**config.mk**
```make
export PLATFORM = sky130hd
export DESIGN_NAME = kfv_merge
export DESIGN_NICKNAME = d
export VERILOG_FILES = /design/src/rtl/core/kfv_pkg.sv /design/src/rtl/core/kfv_merge.sv
export SDC_FILE = /design/constraint.sdc
export NUM_CORES = 1
export LEC_CHECK = 0
export ABC_AREA = 1
export ABC_CLOCK_PERIOD_IN_PS = 2700
export BUFFER_PORTS_ARGS = -buffer_cell sky130_fd_sc_hd__buf_2
export CORE_AREA = 10 10 89 91
export DETAILED_ROUTE_END_ITERATION = 7
export DIE_AREA = 0 0 99 101
export GPL_ROUTABILITY_DRIVEN = 0
export PLACE_DENSITY_LB_ADDON = 0.08
export SLEW_MARGIN = 20
export SYNTH_ARGS = -nofsm -noshare
export SYNTH_HDL_FRONTEND = slang
export SYNTH_SLANG_ARGS = --single-unit
```
**constraint.sdc**
```tcl
create_clock -name aclk -period 2.7 [get_ports aclk]
set_input_delay 0.405 -clock aclk [delete_from_list [all_inputs] [get_ports aclk]]
set_output_delay 0.405 -clock aclk [all_outputs]
set_load 0.05 [all_outputs]
```
**src/rtl/core/kfv_pkg.sv**
```systemverilog
// shared types, constants and saturating fixed-point helpers for the kalman filter core
`timescale 1ns / 1ps

package kfv_pkg;

    localparam int DW        = 32;
    localparam int FB        = 16;
    localparam int PW        = 2 * DW;
    localparam int QW        = DW + FB;
    localparam int DIV_STEPS = DW + FB;
    localparam int CNT_W     = $clog2(DIV_STEPS + 1);
    localparam int CFG_W     = 31;
    localparam int DT_W      = 16;

    typedef logic signed [DW-1:0] word_t;

    localparam word_t WMAX = {1'b0, {(DW-1){1'b1}}};
    localparam word_t WMIN = {1'b1, {(DW-1){1'b0}}};
    localparam word_t ONE  = {{(DW-FB-1){1'b0}}, 1'b1, {FB{1'b0}}};

    typedef enum logic [2:0] {
        CFG_STEP_TIME = 3'd0,
        CFG_Q_POS     = 3'd1,
        CFG_Q_VEL     = 3'd2,
        CFG_R_POS     = 3'd3,
        CFG_R_VEL     = 3'd4
    } cfg_idx_t;

    typedef struct packed {
        logic  start;
        word_t num;
        word_t den;
    } div_req_t;

    typedef struct packed {
        logic  done;
        word_t quo;
    } div_rsp_t;

    function automatic word_t sadd(input word_t a, input word_t b);
        logic signed [DW:0] s;
        word_t r;
        s = {a[DW-1], a} + {b[DW-1], b};
        if (s[DW] != s[DW-1]) begin
            r = s[DW] ? WMIN : WMAX;
        end else begin
            r = s[DW-1:0];
        end
        return r;
    endfunction

    function automatic word_t ssub(input word_t a, input word_t b);
        logic signed [DW:0] s;
        word_t r;
        s = {a[DW-1], a} - {b[DW-1], b};
        if (s[DW] != s[DW-1]) begin
            r = s[DW] ? WMIN : WMAX;
        end else begin
            r = s[DW-1:0];
        end
        return r;
    endfunction

    function automatic word_t sneg(input word_t a);
        return (a == WMIN) ? WMAX : -a;
    endfunction

    function automatic word_t sat_mag(input logic neg, input logic [PW-1:0] mag);
        word_t r;
        if (mag[PW-1:DW-1] != '0) begin
            r = neg ? WMIN : WMAX;
        end else if (neg) begin
            r = -word_t'(mag[DW-1:0]);
        end else begin
            r = word_t'(mag[DW-1:0]);
        end
        return r;
    endfunction

    function automatic word_t round_prod(input logic signed [PW-1:0] p);
        logic            neg;
        logic [PW-1:0]   mag;
        logic [PW-1:0]   rnd;
        neg = p[PW-1];
        mag = neg ? PW'(-p) : PW'(p);
        rnd = mag + (PW'(1) << (FB - 1));
        return sat_mag(neg, rnd >> FB);
    endfunction

endpackage

```
**src/rtl/core/kfv_merge.sv**
```systemverilog
// merging stage: saturating sum of the two lane products
`timescale 1ns / 1ps

module kfv_merge import kfv_pkg::*; (
    input  logic  aclk,
    input  word_t lane0,
    input  word_t lane1,
    output word_t sum
);

    word_t sum_reg;

    always_ff @(posedge aclk) begin
        sum_reg <= sadd(lane0, lane1);
    end

    assign sum = sum_reg;

endmodule

```
Word level (Yosys, flattened, before mapping)
Index checks and enable logic that the tools add are counted.

storage, ports and cells
  output and inout bits = 32
  input bits = 65
  bits in registers = 32
  word-level logic and storage cells = 5

operators by class
  equality and inequality tests = 1
  add/sub/neg operators = 1
  multiplexer cells = 2

operator list
  operator          number
  $mux W32          2
  $add A32 B32 Y33  1
  $ne A1 B1 Y1      1

Longest topological paths before layout
  depth after elaboration = 3
  mapped depth = 18
  depth with buffers taken out = 17

Worst setup path before layout
OpenSTA, ideal clock, no wires.

  path type = input port to flip-flop
  start point = input lane0[0]
  end point = register sum_reg[18], in the netlist sum[18]
  slack = 0.581 ns
  data required time = 2.588 ns
  buffers on the path = 1
  arrival time = 2.007 ns
  cell stages on the path = 18
  setup time = 0.112 ns
  path through = ha_1 inv_1 fa_1 inv_1 nand2_1 nand2_1 nand3_1 nand2_2 nand2_1 nand2_2 nand2_2 nand2_2 nand2_1 nand2_2 nand3_2 buf_6 nand2_1 nand2_1

between the ends
  word-level cells in the longest chain between the ends = 3
  elaborated cells between the ends (all ways) = 4
  classes of those cells = add/sub (1); eq/ne (1); mux (2)

RTL lines
  element                                   RTL line                      RTL
  start: declaration                        kfv_merge.sv:6                input word_t lane0,
  $add A32 B32 Y33 *                        kfv_pkg.sv:43                 s = {a[DW-1], a} + {b[DW-1], b};
  $mux W32 or $ne A1 B1 Y1 (tied branches)  kfv_pkg.sv:45, kfv_pkg.sv:44
  $mux W32 *                                kfv_pkg.sv:44                 if (s[DW] != s[DW-1]) begin
  end signal: assignment                    kfv_merge.sv:14               sum_reg <= sadd(lane0, lane1);
  end: declaration                          kfv_merge.sv:11               word_t sum_reg;

Every way passes the cells marked *; elsewhere a longest branch is shown, timed or not.

Final worst setup path
  start point = input lane0[0]
  end point = register sum_reg[22], in the netlist sum[22]

The elaborated chain is that of the path after synthesis.

==> results by group <==
Route
  – Number of remaining DRC errors: 0
  – Routed length per instance: 12.5 µm
  – Remaining antenna violation count after routing: 0
  – Iteration-0 DRC count of the detailed router: 197
  – TritonRoute pass-1 iters: 4
  – Vias/cell: between 4 and 5
  – Post-Route WL: around 9000 µm
  – Vias: 3,408

Clock tree
  – Hold Buf Count CTS: 0
  – CTS Sinks: 32
  – Post-CTS Setup Inserts: 0
  – TritonCTS clock tree: yes
  – Root buffer cell: clkbuf_8
  – Num CTS Buffers: 5
  – Post_cts resized: 0
  – H-tree depth: 2
  – Clock buffer depth: 2
  – CTS clk-pin slew, worst paths: 0.06 ns

Cells and area
  – Layout area overhead: 20.7%
  – Max reg flops: 32
  – Layout cell share with drive strength beyond 1: between 20% and 30%
  – Diode count: 0
  – Final net count: 720
  – Post-Layout Inst Area: 0.00382 mm²

STA
  – Final setup margin: between 0.4 and 0.5 ns
  – Setup violators final: 0
  – RSZ-0062 raised after global routing: no
  – Worst hold slack: 0.442 ns
  – Max transition margin: 72.3%
  – Actual slew at the worst max-slew pin: 0.415 ns
  – Final hold vios: 0
  – Sum Neg Setup Slack: 0 ns
  – Tmin final: 2.30 ns
  – Final Slew Violations: 0
  – FMAX: 435 MHz
  – Tcrit/Tclk final: 85.2%

Power and ir drop
  – Comb power frac: a little over half
  – Power per cell area: roughly 660 mW/mm²
  – NetSw: around 0.0012 W
  – Part of the power in registers: 25.6%
  – Power share of the clock group: 19.7%
  – Int Pwr: 0.00131 W
  – Switching Share: 48.3%
  – Leakage Power: 2.31 nW
  – Peak VDD IR: just under 600 µV
  – Total power: 0.00253 W

Synthesis
  – Avg Cell Area, Syn: 6.06 µm²
  – Cells after synthesis: 523
  – Synthesized area: 0.00317 mm²
  – Distinct cells, synth: 23
  – YS warnings: 0
  – Sequential-to-total area share from yosys stat: 20.2%
  – Post-Syn Nets: about 620
  – #FFs+latches synth: 32

Die
  – Core ar.: 0.00620 mm²
  – Total Die Area: 0.0100 mm²
  – Starting Density: 51.1%
  – Die Ht: 101 µm
  – # IOs: 97
  – Row count: 29
  – Horiz. Die Dim: between 90 and 100 µm

Critical path
  – Critical Path Sink Type: flop
  – Worst EP arrival: about 2.5 ns
  – Setup crit start: lane0[0]
  – CP max FO: 3
  – Setup CP Type: in -> reg
  – Req. time, crit path: 2.86 ns
  – CP Launch Type: input port

GRT
  – Initial antenna violation count: 0
  – First-pass GRT wire length: roughly 15,000 µm
  – Pin count of the biggest net entering global routing: 32
  – GRT Total Usage: 17.4%
  – Number of global-route vias before repair: about 3,400
  – Total grt overflow: 0

Min path
  – Class of the worst hold path: in -> reg
  – WHS Path Cells: 4
  – Worst hold endpoint: sum[0]
  – Min-delay src: lane1[0]

Placement
  – Place WS: 0.155 ns
  – Placed Area: about 0.0037 mm²
  – I/O Buffers: 96
  – HPWL Detailed: 7670 µm

Status
  – Outcome: complete, no violations

Job
  – Max-Cap Viols: 0
[how the worst max path moves through the flow]
| stage | to | slack, ns | cells after the start |
|---|---|---|---|
| after floorplan | sum[18] | 0.58 | 18 |
| after global placement | sum[22] | 0.24 | 16 |
| after detailed placement | sum[1] | 0.16 | 17 |
| after CTS | sum[1] | 0.41 | 17 |
| after global routing | sum[1] | 0.24 | 17 |
| final | sum[22] | 0.40 | 16 |
[logic make-up (layout without fill, tap and decap cells)]
family,after synthesis,in the layout,share of synthesized area (%)
simple gates,310,310,40.8
buf+inv,71,171,9.60
compound gates,58,58,10.9
fa+ha+maj,33,33,13.3
flops,32,32,20.2
xor+xnor,19,19,5.25
[metal layers]
| layer | GRT usage (%) | up-vias | routed length [µm] |
|---|---|---|---|
| met3 | 4.12 | 8 | 591 |
| met4 | 4.63 | 0 | 89 |
| met1 | 22.3 | 1482 | 4240 |
| met2 | 28.3 | 93 | 3850 |
| met5 | 0 | - | 0 |
| li1 | - | 1825 | - |
[area by class of cell]
type	count	area (µm²)
Fill cell	618	2380
Multi-Input combinational cell	420	2220
Sequential cell	32	641
Timing Repair Buffer	97	488
Inverter	66	248
Clock buffer	7	96.3
Tap cell	77	96.3
Clock inverter	1	30.0
[Yosys cell counts]
library cell	n	share of area, %
o21ai_0	7	1.1
nand2_4	3	1.1
dfxtp_1	32	20
nor2_1	49	5.8
a21oi_1	34	5.4
nand3b_1	8	1.9
nor2_8	1	0.63
o21ai_2	9	2.5
a21oi_2	1	0.28
fa_1	1	0.63
buf_6	5	1.8
inv_1	65	7.7
nand2_2	8	1.6
xor2_1	15	4.1
nand3_2	2	0.63
ha_1	32	13
inv_2	1	0.12
nand2_1	220	26
nand3_1	14	2.2
or2_1	2	0.39
o21bai_1	7	1.7
xnor2_1	4	1.1
nor3_1	3	0.47
[critical path: stages]
cell and delay (ns):
buf_2 0.08, ha_1 0.16, inv_1 0.05, fa_1 0.38, inv_1 0.09, nand2_1 0.08
nand2_1 0.09, nand2_1 0.09, o21ai_0 0.35, nand3_1 0.12, nand2_1 0.15, nand2_1 0.11
nand2_1 0.07, nand2_1 0.04, nand2_1 0.11, o21ai_2 0.07
[per-stage QoR]
| stage | utilization, % | cells |
|---|---|---|
| after floorplan | - | 523 |
| after global placement | 59.6 | 692 |
| after detailed placement | 59.6 | 692 |
| after CTS | 61.6 | 700 |
| after global routing | 61.6 | 700 |
| final | 61.6 | 700 |
[cells in the final DEF, fill, tap and decap left out, drive strengths merged]
cell and instances:
nor3 3, fa 1, nand3b 8, xor2 15, buf 97, ha 32, bufinv 1, nor2 50
o21ai 16, nand2 231, xnor2 4, inv 66, o21bai 7, dfxtp 32, nand3 16, or2 2
a21oi 35, clkbuf 7
[power groups by stage]
stage,clock network (W),logic (W),registers [W]
after CTS,0.000502,0.00139,0.000650
after floorplan,0,0.000566,0.00117
after global placement,0,0.00137,0.000659
after global routing,0.000520,0.00151,0.000660
after detailed placement,0,0.00138,0.000660
final,0.000499,0.00138,0.000648
Power figures use the tool's default switching activity.
