--- config.mk ---
export PLATFORM = sky130hd
export DESIGN_NAME = kfv_lane
export DESIGN_NICKNAME = d
export VERILOG_FILES = /design/src/rtl/core/kfv_pkg.sv /design/src/rtl/core/kfv_lane.sv
export SDC_FILE = /design/constraint.sdc
export NUM_CORES = 2
export LEC_CHECK = 0
export ABC_AREA = 0
export ABC_CLOCK_PERIOD_IN_PS = 6910
export BUFFER_PORTS_ARGS = -buffer_cell sky130_fd_sc_hd__clkbuf_2
export CAP_MARGIN = 40
export CELL_PAD_IN_SITES_DETAIL_PLACEMENT = 0
export CELL_PAD_IN_SITES_GLOBAL_PLACEMENT = 1
export CORE_MARGIN = 2
export CORE_UTILIZATION = 47
export DETAILED_ROUTE_END_ITERATION = 12
export PLACE_DENSITY_LB_ADDON = 0.3
export SLEW_MARGIN = 20
export SYNTH_ARGS = -nofsm -noshare
export SYNTH_HDL_FRONTEND = slang
export SYNTH_SLANG_ARGS = --single-unit
--- constraint.sdc ---
create_clock -name aclk -period 6.91 [get_ports aclk]
set_clock_uncertainty 0.1 [all_clocks]
set_input_delay 0.3455 -clock aclk [delete_from_list [all_inputs] [get_ports aclk]]
set_output_delay 0.3455 -clock aclk [all_outputs]
set_load 0.005 [all_outputs]
--- src/rtl/core/kfv_pkg.sv ---
// shared types, constants and saturating fixed-point helpers for the kalman filter core
`timescale 1ns / 1ps

package kfv_pkg;

    localparam int DW        = 32;
    localparam int FB        = 16;
    localparam int PW        = 2 * DW;
    localparam int QW        = DW + FB;
    localparam int DIV_STEPS = DW + FB;
    localparam int CNT_W     = $clog2(DIV_STEPS + 1);
    localparam int CFG_W     = 31;
    localparam int DT_W      = 16;

    typedef logic signed [DW-1:0] word_t;

    localparam word_t WMAX = {1'b0, {(DW-1){1'b1}}};
    localparam word_t WMIN = {1'b1, {(DW-1){1'b0}}};
    localparam word_t ONE  = {{(DW-FB-1){1'b0}}, 1'b1, {FB{1'b0}}};

    typedef enum logic [2:0] {
        CFG_STEP_TIME = 3'd0,
        CFG_Q_POS     = 3'd1,
        CFG_Q_VEL     = 3'd2,
        CFG_R_POS     = 3'd3,
        CFG_R_VEL     = 3'd4
    } cfg_idx_t;

    typedef struct packed {
        logic  start;
        word_t num;
        word_t den;
    } div_req_t;

    typedef struct packed {
        logic  done;
        word_t quo;
    } div_rsp_t;

    function automatic word_t sadd(input word_t a, input word_t b);
        logic signed [DW:0] s;
        word_t r;
        s = {a[DW-1], a} + {b[DW-1], b};
        if (s[DW] != s[DW-1]) begin
            r = s[DW] ? WMIN : WMAX;
        end else begin
            r = s[DW-1:0];
        end
        return r;
    endfunction

    function automatic word_t ssub(input word_t a, input word_t b);
        logic signed [DW:0] s;
        word_t r;
        s = {a[DW-1], a} - {b[DW-1], b};
        if (s[DW] != s[DW-1]) begin
            r = s[DW] ? WMIN : WMAX;
        end else begin
            r = s[DW-1:0];
        end
        return r;
    endfunction

    function automatic word_t sneg(input word_t a);
        return (a == WMIN) ? WMAX : -a;
    endfunction

    function automatic word_t sat_mag(input logic neg, input logic [PW-1:0] mag);
        word_t r;
        if (mag[PW-1:DW-1] != '0) begin
            r = neg ? WMIN : WMAX;
        end else if (neg) begin
            r = -word_t'(mag[DW-1:0]);
        end else begin
            r = word_t'(mag[DW-1:0]);
        end
        return r;
    endfunction

    function automatic word_t round_prod(input logic signed [PW-1:0] p);
        logic            neg;
        logic [PW-1:0]   mag;
        logic [PW-1:0]   rnd;
        neg = p[PW-1];
        mag = neg ? PW'(-p) : PW'(p);
        rnd = mag + (PW'(1) << (FB - 1));
        return sat_mag(neg, rnd >> FB);
    endfunction

endpackage

--- src/rtl/core/kfv_lane.sv ---
// one multiplier lane: registered product, then registered rounding and saturation
`timescale 1ns / 1ps

module kfv_lane import kfv_pkg::*; (
    input  logic  aclk,
    input  word_t op_a,
    input  word_t op_b,
    output word_t prod
);

    logic signed [PW-1:0] mul_reg;
    word_t                prod_reg;

    always_ff @(posedge aclk) begin
        mul_reg  <= op_a * op_b;
        prod_reg <= round_prod(mul_reg);
    end

    assign prod = prod_reg;

endmodule

**After elaboration in Yosys (flattened, before gate mapping)**

Index checks and enable logic that the tools add are counted.
Widths: inputs -> output; s select.

- Latch bits: 0
- Bits of input ports: 65
- Memory bits (writable): 0
- Register bits after elaboration: 96
- Memory bits (read-only): 0
- Word-level logic and storage cells: 11
- Memories kept: 0

- Order comparisons: 0
- Shift-type cells: 0
- Muxes and demuxes: 4
- Equality and inequality tests: 0
- Multipliers: 1
- Divide/modulo/power cells: 0
- Reductions and logical operators: 1
- Bitwise logic cells: 0
- Add/sub/neg operators: 3

Operators by type and width:

| kind | count |
|---|---|
| $mux 32 | 3 |
| $add 64x16->64 const B | 1 |
| $mul 32x32->64 | 1 |
| $mux 64 | 1 |
| $neg 64->64 | 1 |
| $reduce_bool 33->1 | 1 |
| $neg 32->32 | 1 |

**Logic depth before layout (Yosys ltp)**

- Depth in word-level cells: 6
- Gate-level depth with buffers: 31
- Depth with buffers taken out: 29

**Worst setup path after synthesis**

Ideal clock, no wire load.

- Path kind: in2reg
- Start point: input op_a[31]
- End point: register mul_reg[61]
- Slack: -698 ps
- Buffers on the path: 2
- Arrival time: 7444 ps
- Setup time: 64 ps
- Required time: 6746 ps
- Stages: 25
- Cell sequence: clkbuf_1 -> nand2_1 -> inv_1 -> fa_1 -> inv_1 -> fa_1 -> inv_1 -> fa_1 -> fa_1 -> inv_1 -> fa_1 -> inv_1 -> fa_1 -> inv_1 -> fa_1 -> inv_1 -> fa_1 -> ha_1 -> clkbuf_1 -> a21o_1 -> a21oi_1 -> o21bai_1 -> a221o_1 -> or4_1 -> nand4_1

- Longest elaborated chain between the ends: 1

RTL lines:

| what | line | source |
|---|---|---|
| start, declared | kfv_lane.sv:6 | `input word_t op_a,` |
| $mul 32x32->64 | kfv_lane.sv:15 | `mul_reg <= op_a * op_b;` |
| end signal, assigned | kfv_lane.sv:15 |  |
| end, declared | kfv_lane.sv:11 | `logic signed [PW-1:0] mul_reg;` |

No other way between the ends.

**Worst setup path in the final report**

- Start point: input op_b[8]
- End point: register mul_reg[61]

- Longest elaborated chain between the ends: 1

RTL lines:

| what | line | source |
|---|---|---|
| start, declared | kfv_lane.sv:7 | `input word_t op_b,` |
| $mul 32x32->64 | kfv_lane.sv:15 |  |

No other way between the ends.

==> metrics.yaml <==
yosys:
  yosys.area_share.simple_pct: 17.85
  synth_fa_ha_area_share_pct: 56.74
  synth_most_common_cell: "fa_1"
  synth_top_area_share_pct: 51.23
  mapped_cell_area_um2: 42280
  synth_seq_area_share_pct: 4.546
  synth_compound_gate_area_share_pct: 6.487
  post_synth_xor_area_fraction_pct: 2.755
  synth-edff-count: 0
  postSynth.topFlopCell: "dfxtp_1"
  synthMuxAreaShare_pct: 0.5090
  synthesis.yosys.warnings: 0
  synth.largest_area_cell: "fa_1"
  ys_async_sr_fraction_pct: 0
  synth_top_family_by_area: "adder cells"
  ys_types: 84
  syn_nets: 5957
  netlist_top_cells_area: "fa_1 (51%), inv_1 (8.9%), and2_1 (7.6%)"
  yosys_register_bits: 96
  synth_common_cells: "fa_1 (1082), inv_1 (998), nand2_1 (564)"
  netlist_instances: 4624
  synth_area_per_cell_um2: 9.143
timing:
  final_max_slew_viol_count: 0
  timing.slew.headroom_pct: 49.75
  timing_worst_slew_pin_value_ns: 0.7487
  clock.fmax_mhz: 136.0
  final_worst_path_period_need_ns: 7.352
  hold_viol_final: 0
  layout_setup_ws_ns: -0.4424
  rsz0062_at_grt: "yes"
  period_share_pct: 106.4
  setup-violations-final: 27
placed_design:
  placement.io_buffers: 96
  place_area_um2: 47950
  weighted_congestion_reported_at_the_end_of_routability_driven_placement: 0.9096
  dpl.hpwl_mm: 99.62
clock_network:
  clkLatencyLatePin_ns: 0.36
  cts_buffers: 9
  tritoncts: "built"
  number_of_buffers_added_to_fix_hold_violations_after_cts: 0
  htree_levels: 3
  max-clock-path-buffers: 2
  clk_transition_reported_paths_ns: 0.07
  cts.root.buffer_cell: "clkbuf_16"
  clock_sinks: 96
route:
  final_antenna_net_count: 0
  dr.first_iter.drc_count: 1838
  detail_route.wl_per_cell_um: 18.63
  drc: 0
  firstDrtPassIters: 5
  num_vias: 32300
  detail_route.vias_per_cell: 5.201
  routed_wl_mm: 115.7
setup_path:
  worstSetupEndpointType: "flop"
  worst-path-buf-inv: 4
  worst_setup_sp_type: "input pin"
  reg2reg_slack_ns: 1.09
  worst_r2r_startpoint: "mul_reg[9]"
  crit_path_frequent_cell: "fa_1"
  critical_path_required_ns: 7.11
  timing_worst_setup_path_type: "input pin to flop"
  register_to_register_path_depth: 20
  cp_slowest_stage_delay_ns: 0.62
  critPathMaxFanout: 8
  critical-path-top-delay-family: "adder cells"
  r2r_endpoint: "prod[24]"
  critical_path.slowest_cell: "fa_1"
  worst_ep_arrival_time_ns: 7.55
  timing.critical_path.depth: 26
die:
  fp.dieH_um: 303.9
  placeableCoreArea_um2: 89600
  pin_count: 97
  num_rows: 110
  design.die.area_um2: 92370
  die_w_um: 303.9
  initial_core_util_pct: 47.19
finish:
  syn_to_final_growth_pct: 17.45
  stdcell_area_um2: 49660
  fillerInstances: 8098
  nNetsFinal: 6359
  largest_register_ff_count: 64
  final_layout_size_suffix_gt1_share_pct: 16.74
run_status:
  run_status: "complete, but fails checks"
  violated_checks: "setup timing"
min_path:
  hold-path-cell-count: 3
  hold_end: "mul_reg[0]"
  min-delay-start: "op_b[0]"
  hold_class: "input pin to flop"
global_route:
  grt-ovfl-total: 0
  initial_antenna_violation_count: 4
  maximum_number_of_pins_on_one_net_before_global_route_repair: 75
  grt_use_total_pct: 25.88
  grt_first_pass_wirelength_mm: 191.9
  grt_pass1_vias: 35630
job:
  drv.max_cap_violation_count: 0
## through the flow
stage	std cells	setup slack (ns)	TNS [ns]	utilization [%]	hold slack, ns
5_1_grt	6209	-0.6719	-12.56	55.42	0.5779
3_3_place_gp	6137	-0.9032	-20.14	53.50	0.6192
6_report	6210	-0.4424	-5.750	55.42	0.5580
4_1_cts	6169	-0.4216	-6.007	54.18	0.5578
3_5_place_dp	6139	-1.045	-22.56	53.52	0.6247
2_1_floorplan	4624	-0.3420	-2.880	-	0.3728
## per-layer routing
| metal | GRT usage (%) | vias to the layer above | wire, um |
|---|---|---|---|
| met2 | 45.64 | 809 | 57550 |
| met1 | 35.01 | 16670 | 50380 |
| li1 | - | 14660 | - |
| met4 | 5.577 | 2 | 2704 |
| met5 | 0 | - | 13 |
| met3 | 1.985 | 156 | 5051 |
## how the worst max path moves through the flow
| stage | start | endpoint |
|---|---|---|
| after floorplan | op_a[31] | mul_reg[61] |
| after global placement | op_b[10] | mul_reg[63] |
| after detailed placement | op_b[9] | mul_reg[63] |
| after CTS | op_b[3] | mul_reg[61] |
| after global routing | op_b[8] | mul_reg[61] |
| final | op_b[8] | mul_reg[61] |
## area by class of cell
class	instances	area, um2	area share (%)
diodes	3	7.507	0.01512
clock buffers	10	229.0	0.4611
clock inverters	6	43.79	0.08819
inverters	999	3759	7.569
multi-input cells	3281	36400	73.31
flip-flops and latches	96	1926	3.878
well taps	1176	1471	2.963
repair buffers	639	5819	11.72
## cells in the final DEF (no fill, tap or decap), types with 48 or more instances in the layout
cell type,instances
xnor2_1,74
buf_4,442
a21oi_1,48
clkbuf_2,60
a21o_1,55
nor2_1,105
ha_1,170
and2_1,497
buf_12,68
inv_1,983
nor3_1,48
dfxtp_1,95
nand2_1,559
fa_1,1048
xor2_1,56
## tightest hold or removal path: cells and delay by family
family	cells	cell delay, ns
AND/OR/NAND/NOR	1	0.17
buffers and inverters	2	0.43
## kinds of logic after synthesis
family / Yosys count
buf+inv: 1247
fa+ha+maj: 1268
mux: 20
compound gates: 389
flops: 96
xor+xnor: 133
simple gates: 1471
## what timing repair did
item                       in CTS  in global routing
setup endpoints to repair      29                 37
buffers inserted               14                 32
gates resized for setup        53                195
cloned                          0                  9
pin swaps                      36                 87
Power is not shown: default switching activity piles up to over one toggle a cycle in this logic, so the estimate is an artifact.
