<file path="src/rtl/core/kfv_pkg.sv">
// shared types, constants and saturating fixed-point helpers for the kalman filter core
`timescale 1ns / 1ps

package kfv_pkg;

    localparam int DW        = 32;
    localparam int FB        = 16;
    localparam int PW        = 2 * DW;
    localparam int QW        = DW + FB;
    localparam int DIV_STEPS = DW + FB;
    localparam int CNT_W     = $clog2(DIV_STEPS + 1);
    localparam int CFG_W     = 31;
    localparam int DT_W      = 16;

    typedef logic signed [DW-1:0] word_t;

    localparam word_t WMAX = {1'b0, {(DW-1){1'b1}}};
    localparam word_t WMIN = {1'b1, {(DW-1){1'b0}}};
    localparam word_t ONE  = {{(DW-FB-1){1'b0}}, 1'b1, {FB{1'b0}}};

    typedef enum logic [2:0] {
        CFG_STEP_TIME = 3'd0,
        CFG_Q_POS     = 3'd1,
        CFG_Q_VEL     = 3'd2,
        CFG_R_POS     = 3'd3,
        CFG_R_VEL     = 3'd4
    } cfg_idx_t;

    typedef struct packed {
        logic  start;
        word_t num;
        word_t den;
    } div_req_t;

    typedef struct packed {
        logic  done;
        word_t quo;
    } div_rsp_t;

    function automatic word_t sadd(input word_t a, input word_t b);
        logic signed [DW:0] s;
        word_t r;
        s = {a[DW-1], a} + {b[DW-1], b};
        if (s[DW] != s[DW-1]) begin
            r = s[DW] ? WMIN : WMAX;
        end else begin
            r = s[DW-1:0];
        end
        return r;
    endfunction

    function automatic word_t ssub(input word_t a, input word_t b);
        logic signed [DW:0] s;
        word_t r;
        s = {a[DW-1], a} - {b[DW-1], b};
        if (s[DW] != s[DW-1]) begin
            r = s[DW] ? WMIN : WMAX;
        end else begin
            r = s[DW-1:0];
        end
        return r;
    endfunction

    function automatic word_t sneg(input word_t a);
        return (a == WMIN) ? WMAX : -a;
    endfunction

    function automatic word_t sat_mag(input logic neg, input logic [PW-1:0] mag);
        word_t r;
        if (mag[PW-1:DW-1] != '0) begin
            r = neg ? WMIN : WMAX;
        end else if (neg) begin
            r = -word_t'(mag[DW-1:0]);
        end else begin
            r = word_t'(mag[DW-1:0]);
        end
        return r;
    endfunction

    function automatic word_t round_prod(input logic signed [PW-1:0] p);
        logic            neg;
        logic [PW-1:0]   mag;
        logic [PW-1:0]   rnd;
        neg = p[PW-1];
        mag = neg ? PW'(-p) : PW'(p);
        rnd = mag + (PW'(1) << (FB - 1));
        return sat_mag(neg, rnd >> FB);
    endfunction

endpackage

</file>
<file path="src/rtl/core/kfv_div.sv">
// restoring divider for (num * 2^FB) / den, one quotient bit per cycle, rounded and saturated
`timescale 1ns / 1ps

module kfv_div import kfv_pkg::*; (
    input  logic     aclk,
    input  logic     aresetn,
    input  div_req_t req,
    output div_rsp_t rsp
);

    logic             busy_reg;
    logic             done_reg;
    logic [CNT_W-1:0] cnt_reg;
    logic             neg_reg;
    logic [DW-1:0]    den_reg;
    logic [QW-1:0]    divd_reg;
    logic [DW-1:0]    rem_reg;
    logic [QW-1:0]    quo_reg;
    word_t            res_reg;

    logic [DW-1:0]    num_mag;
    logic [DW-1:0]    den_mag;
    logic [DW:0]      rem_sh;
    logic             ge;
    logic [DW:0]      rem_sub;
    logic             rnd;
    logic [QW-1:0]    quo_rnd;

    assign num_mag = req.num[DW-1] ? DW'(-req.num) : DW'(req.num);
    assign den_mag = req.den[DW-1] ? DW'(-req.den) : DW'(req.den);
    assign rem_sh  = {rem_reg, divd_reg[QW-1]};
    assign ge      = rem_sh >= {1'b0, den_reg};
    assign rem_sub = rem_sh - {1'b0, den_reg};
    assign rnd     = rem_reg >= (den_reg - rem_reg);
    assign quo_rnd = quo_reg + QW'(rnd);

    always_ff @(posedge aclk) begin
        if (!aresetn) begin
            busy_reg <= 1'b0;
            done_reg <= 1'b0;
            cnt_reg  <= '0;
        end else begin
            done_reg <= 1'b0;
            if (req.start) begin
                busy_reg <= 1'b1;
                cnt_reg  <= CNT_W'(DIV_STEPS);
                neg_reg  <= req.num[DW-1] ^ req.den[DW-1];
                den_reg  <= den_mag;
                divd_reg <= {num_mag, {FB{1'b0}}};
                rem_reg  <= '0;
                quo_reg  <= '0;
            end else if (busy_reg) begin
                if (cnt_reg != '0) begin
                    cnt_reg  <= cnt_reg - 1'b1;
                    divd_reg <= {divd_reg[QW-2:0], 1'b0};
                    rem_reg  <= ge ? rem_sub[DW-1:0] : rem_sh[DW-1:0];
                    quo_reg  <= {quo_reg[QW-2:0], ge};
                end else begin
                    res_reg  <= sat_mag(neg_reg, PW'(quo_rnd));
                    done_reg <= 1'b1;
                    busy_reg <= 1'b0;
                end
            end
        end
    end

    assign rsp.done = done_reg;
    assign rsp.quo  = res_reg;

endmodule

</file>
<file path="config.mk">
export PLATFORM = sky130hd
export DESIGN_NAME = kfv_div
export DESIGN_NICKNAME = d
export VERILOG_FILES = /design/src/rtl/core/kfv_pkg.sv /design/src/rtl/core/kfv_div.sv
export SDC_FILE = /design/constraint.sdc
export NUM_CORES = 1
export LEC_CHECK = 0
export BUFFER_PORTS_ARGS = -buffer_cell sky130_fd_sc_hd__buf_2
export CAP_MARGIN = 20
export CORE_MARGIN = 2
export CORE_UTILIZATION = 35
export CTS_CLUSTER_DIAMETER = 100
export DETAILED_ROUTE_END_ITERATION = 7
export PLACE_DENSITY = 0.49
export SYNTH_ARGS = -nofsm -noshare
export SYNTH_HDL_FRONTEND = slang
export SYNTH_SLANG_ARGS = --single-unit
</file>
<file path="constraint.sdc">
create_clock -name aclk -period 8.9 [get_ports aclk]
set_input_delay 0.89 -clock aclk [delete_from_list [all_inputs] [get_ports aclk]]
set_output_delay 0.89 -clock aclk [all_outputs]
set_load 0.03 [all_outputs]
</file>
# Word level (Yosys, flattened, before mapping)
# Cells that the tools add are included.
# Widths: inputs -> output; s select.
# totals
output_inout_bits	33
elab_cells	57
in_bits	67
ff_bits	201
# op_classes
order_cmp	2
reduce_logical	11
muxes	20
bitwise_logic	5
n_addsub	7
# op_table
cell	count
$mux 48	5
$mux 32	7
$neg 32->32	3
$sub 32x32->32	2
$add 48x1->48	1
$ge 33x32->1	1
$ge 32x32->1	1
$mux 31	1
$mux 6	3
$reduce_bool 17->1	1
$reduce_and 2->1	3
$reduce_bool 6->1	1
$sub 6x1->6 const B	1
$mux 1	4
$not 1->1	4
$reduce_and 4->1	1
$reduce_bool 2->1	2
$reduce_and 3->1	1
$reduce_or 3->1	1
$reduce_or 2->1	1
$xor 1x1->1	1

# Depth between registers and ports, before layout
# logic_depth
depth_word	6
ltp_mapped	39
mapped_depth_nobuf	37

# Least setup slack after synthesis
# OpenSTA, ideal clock, no wires.
# synth_path
path_kind	register to register
startpoint	reg den_reg[0]
endpoint	reg res_reg[27], data pin
period_less_slack_ns	7.016
required_ns	8.646
stages_incl_launch_ff	37
arrival_ns	6.762
n_path_buf	1
setup_slack_ns	1.884
path_cell_list	edfxtp_1 -> inv_1 -> ha_1 -> inv_1 -> fa_1 -> a21o_1 -> a21oi_1 -> o21ai_0 -> a21boi_0 -> o21ai_0 -> o21a_1 -> o21a_1 -> o21a_1 -> o41ai_1 -> xnor2_1 -> ha_1 -> a21o_1 -> a21o_1 -> a21o_1 -> a21o_1 -> a21o_1 -> a21oi_1 -> or3_1 -> nand3_1 -> a41o_1 -> ha_1 -> ha_1 -> buf_4 -> or4_1 -> a21oi_1 -> o211ai_1 -> a211oi_1 -> nand3_2 -> nor3_2 -> nand3_1 -> mux2i_1 -> a21o_1
# synth_between
elab_chain_len	6
elab_cells_between_ends	7
# synth_lines
item	line	source
start, declared	kfv_div.sv:15	logic [DW-1:0] den_reg;
start signal, assigned	kfv_div.sv:48	den_reg <= den_mag;
$sub 32x32->32 *	kfv_div.sv:34	assign rnd = rem_reg >= (den_reg - rem_reg);
$ge 32x32->1 *	kfv_div.sv:34	
$add 48x1->48 *	kfv_div.sv:35	assign quo_rnd = quo_reg + QW'(rnd);
$neg 32->32	kfv_pkg.sv:73	r = -word_t'(mag[DW-1:0]);
$mux 32	kfv_pkg.sv:72	end else if (neg) begin
$mux 32 *	kfv_pkg.sv:70	if (mag[PW-1:DW-1] != '0) begin
end signal, assigned	kfv_div.sv:59	res_reg <= sat_mag(neg_reg, PW'(quo_rnd));
end, declared	kfv_div.sv:19	word_t res_reg;
# Every way passes the cells marked *; elsewhere a longest branch is shown, timed or not.
# A chain may end at the register's enable or synchronous reset.

# Final worst setup path
# layout_path
startpoint	reg den_reg[0]
endpoint	reg res_reg[30], data pin
# Same word-level chain as after synthesis.

==> summary.md <==
| Metric | Value |
|---|---|
| Status | `completed` |
| Vias per cell | `5.20` |
| Peak supply drop | `0.128 mV` |
| Fin. Hold Viols | `0` |
| Synth Area in Simple Gates | `18.0%` |
| PortBufs | `99` |
| Min-Delay Path Class | `reg2reg` |
| Compound-gate portion of the synthesized area | `18.7%` |
| Number of diodes | `0` |
| Slowest stage delay, CP | `0.54 ns` |
| Vias in the first global route | `10600` |
| Clk slew on worst S/H paths | `0.08 ns` |
| Initial antenna violation count | `0` |
| Syn Inst Count | `1539` |
| Die width | `207 um` |
| Fin area | `16000 um^2` |
| Crit path top cell by count | `a21o_1` |
| Mux cell area share after synthesis | `2.04%` |
| Adder-cell area share of the yosys netlist | `9.04%` |
| Sequential share of the synthesized area | `38.0%` |
| Layout Skew | `0.0114 ns` |
| Max-slew headroom | `30.8%` |
| Die ar. | `42800 um^2` |
| Hold buffers post-CTS | `0` |
| Layout cells sized above 1 | `11.9%` |
| XOR/XNOR Fraction of Synth Area | `9.60%` |
| Total grt overflow | `0` |
| Tmin final | `8.00 ns` |
| Avg Inst Size Synth | `9.37 um^2` |
| CTS tree | `built` |
| Crit start category | `flop` |
| Dominant synthesized flop cell | `edfxtp_1` |
| Cell Pwr Density | `172 nW/um^2` |
| #FFs+latches synth | `185` |
| Clock Tree Buf Depth | `2` |
| Worst Path Max Fanout | `10` |
| Final Setup Violations | `0` |
| Commonest cells after routing, fill and taps aside | `edfxtp_1, nor2_1, a21oi_1, nand2_1, inv_1` |
| Slowest cell on the critical path | `a2111oi_4` |
| Worst skew pair latency | `0.45 ns` |
| DRC | `0` |
| Routed len/inst | `15.4 um` |
| Max-slew violations | `0` |
| H-Tree Depth | `4` |
| Synthesis Warnings | `0` |
| TritonRoute pass-1 iters | `5` |
| Worst Setup Path Type | `reg2reg` |
| Crit share post-route | `89.9%` |
| EDFF count, synth | `177` |
| Gr usage total | `16.0%` |
| Yosys top cell area share | `36.9%` |
| Area of the core | `40700 um^2` |
| Vias | `11200` |
| Area Growth Syn to Fin | `11.0%` |
| Largest net degree at the start of global routing | `90` |
| Initial DRC Count | `481` |
| Initial Utilization | `35.4%` |
| Cell Area, Synth | `14400 um^2` |
| Routed Antenna Nets | `0` |
| Sink Count | `185` |
| Max_cap viols | `0` |
| Largest cells by area after synthesis | `edfxtp_1, ha_1, xnor2_1` |
| DIE HEIGHT | `207 um` |
| Core Rows | `74` |
| Static Leakage | `6.36 nW` |
| Yosys top cell by area | `edfxtp_1` |
| Async set-reset flop share out of synthesis | `0%` |
| Crit-path leading delay family | `compound AO/OA/AOI/OAI gates` |
| CTS root buf | `clkbuf_16` |
| DP Wirelength | `24.9 mm` |
| Wirelength, routed | `33.3 mm` |
| Ports | `100` |
| CTS Buf Count | `17` |
| GP Congestion | `0.870` |
| Total Nets Final | `1783` |
| Slew @ Worst Pin | `1.04 ns` |
| Critical Path RT | `9.11 ns` |
| Unrepaired setup endpoints after global routing | `no` |
| First-pass GRT wire length | `54.8 mm` |
| Final setup TNS | `0 ns` |
| Largest register FFs | `48` |
| Arr. time, crit path | `8.21 ns` |
| Most common cell after layout, fill and taps aside | `edfxtp_1` |
| Area after DPL | `15400 um^2` |
| Worst Setup End Kind | `flop` |
| Main combinational cell family by area after synthesis | `compound AO/OA/AOI/OAI gates` |
| Distinct cells, synth | `86` |
| Max Fclk | `125 MHz` |
| Bufs and invs on worst path | `2` |
| Post-Synthesis Net Count | `1709` |
## through the flow
stage                     instances  hold WS (ns)  util, %  setup slack, ns  power, mW
final                          2158         0.508     39.3            0.900       2.75
after global routing           2158         0.542     39.3           0.0978       2.93
after CTS                      2156         0.509     39.2            0.663       2.78
after detailed placement       2124         0.498     37.8            0.689       1.99
after global placement         2124         0.496     37.8            0.892       1.99
after floorplan                1539         0.448        -             1.88       1.77
## metal layers
layer  track usage (%)  up-vias  share of wire, %
met5                 0        -                 0
met4              4.51        0               1.3
met3              2.40       26               3.0
met2              25.7      172                46
met1              22.3     5211                50
li1                  -     5805                 -
## worst reg2reg max path, delay by kind of cell, from the launching register on
family,cells,cell delay [ns]
AO/OA/AOI/OAI,18,3.47
XOR/XNOR,1,0.13
adder cells (fa/ha/maj),5,1.49
buffers and inverters,2,0.13
flip-flops,1,0.42
multiplexers,1,0.15
AND/OR/NAND/NOR,8,1.98
## report_power, final
group | total (mW) | internal [mW] | switching, mW
clock | 0.771 | 0.388 | 0.383
sequential | 1.09 | 1.04 | 0.0578
combinational | 0.880 | 0.371 | 0.509
total | 2.75 | 1.80 | 0.950
## path summary, 6_finish.rpt
kind / startpoint / to / slack, ns / cells past startpoint
worst min register to register: busy_reg / done_reg / 0.51 / 2
worst max register to register: den_reg[0] / res_reg[30] / 0.90 / 35
worst max-delay path: den_reg[0] / res_reg[30] / 0.90 / 35
worst min-delay path: busy_reg / done_reg / 0.51 / 2
## cell usage after synthesis, types with 4 or more instances
master / n
edfxtp_1: 177
nor2_1: 120
a21oi_1: 115
nand2_1: 114
inv_1: 105
ha_1: 101
xnor2_1: 82
o21ai_0: 80
xor2_1: 76
a21o_1: 48
nor2b_1: 47
nand3_1: 41
nand4_1: 33
nor3_1: 32
clkbuf_1: 30
mux2i_1: 26
o31ai_1: 21
and3_1: 19
o21a_1: 17
a211oi_1: 16
nand2b_1: 16
o21bai_1: 14
a22oi_1: 13
buf_2: 13
nor4_1: 13
o41ai_1: 11
buf_4: 9
o211ai_1: 9
or4_1: 9
dfxtp_1: 8
or3_1: 8
a31oi_1: 7
a31o_2: 6
and2_1: 6
or2_2: 5
a21boi_0: 4
and4_1: 4
nand3_2: 4
o21ai_1: 4
## repair_timing
action	in CTS	in global routing
setup buffers	0	2
resized for setup	0	2
endpoints found under the setup margin	0	31
## cell families (layout without fill, tap and decap cells)
logic type                 after synthesis  after routing
AOI/OAI and AO/OA                      407            407
DFF                                    185            185
muxes                                   29             29
xor gates and xnor gates               158            158
and+or+nand+nor                        495            495
buffers and inverters                  162            249
adders and majority gates              103            103
## cell type report
type	count	area (um^2)
Clock buffer	18	450
Tap cell	532	666
Inverter	105	394
Clock inverter	14	124
Timing Repair Buffer	112	596
Multi-Input combinational cell	1192	8290
Sequential cell	185	5480
Fill cell	4173	24700
(Power assumes the default switching activity.)
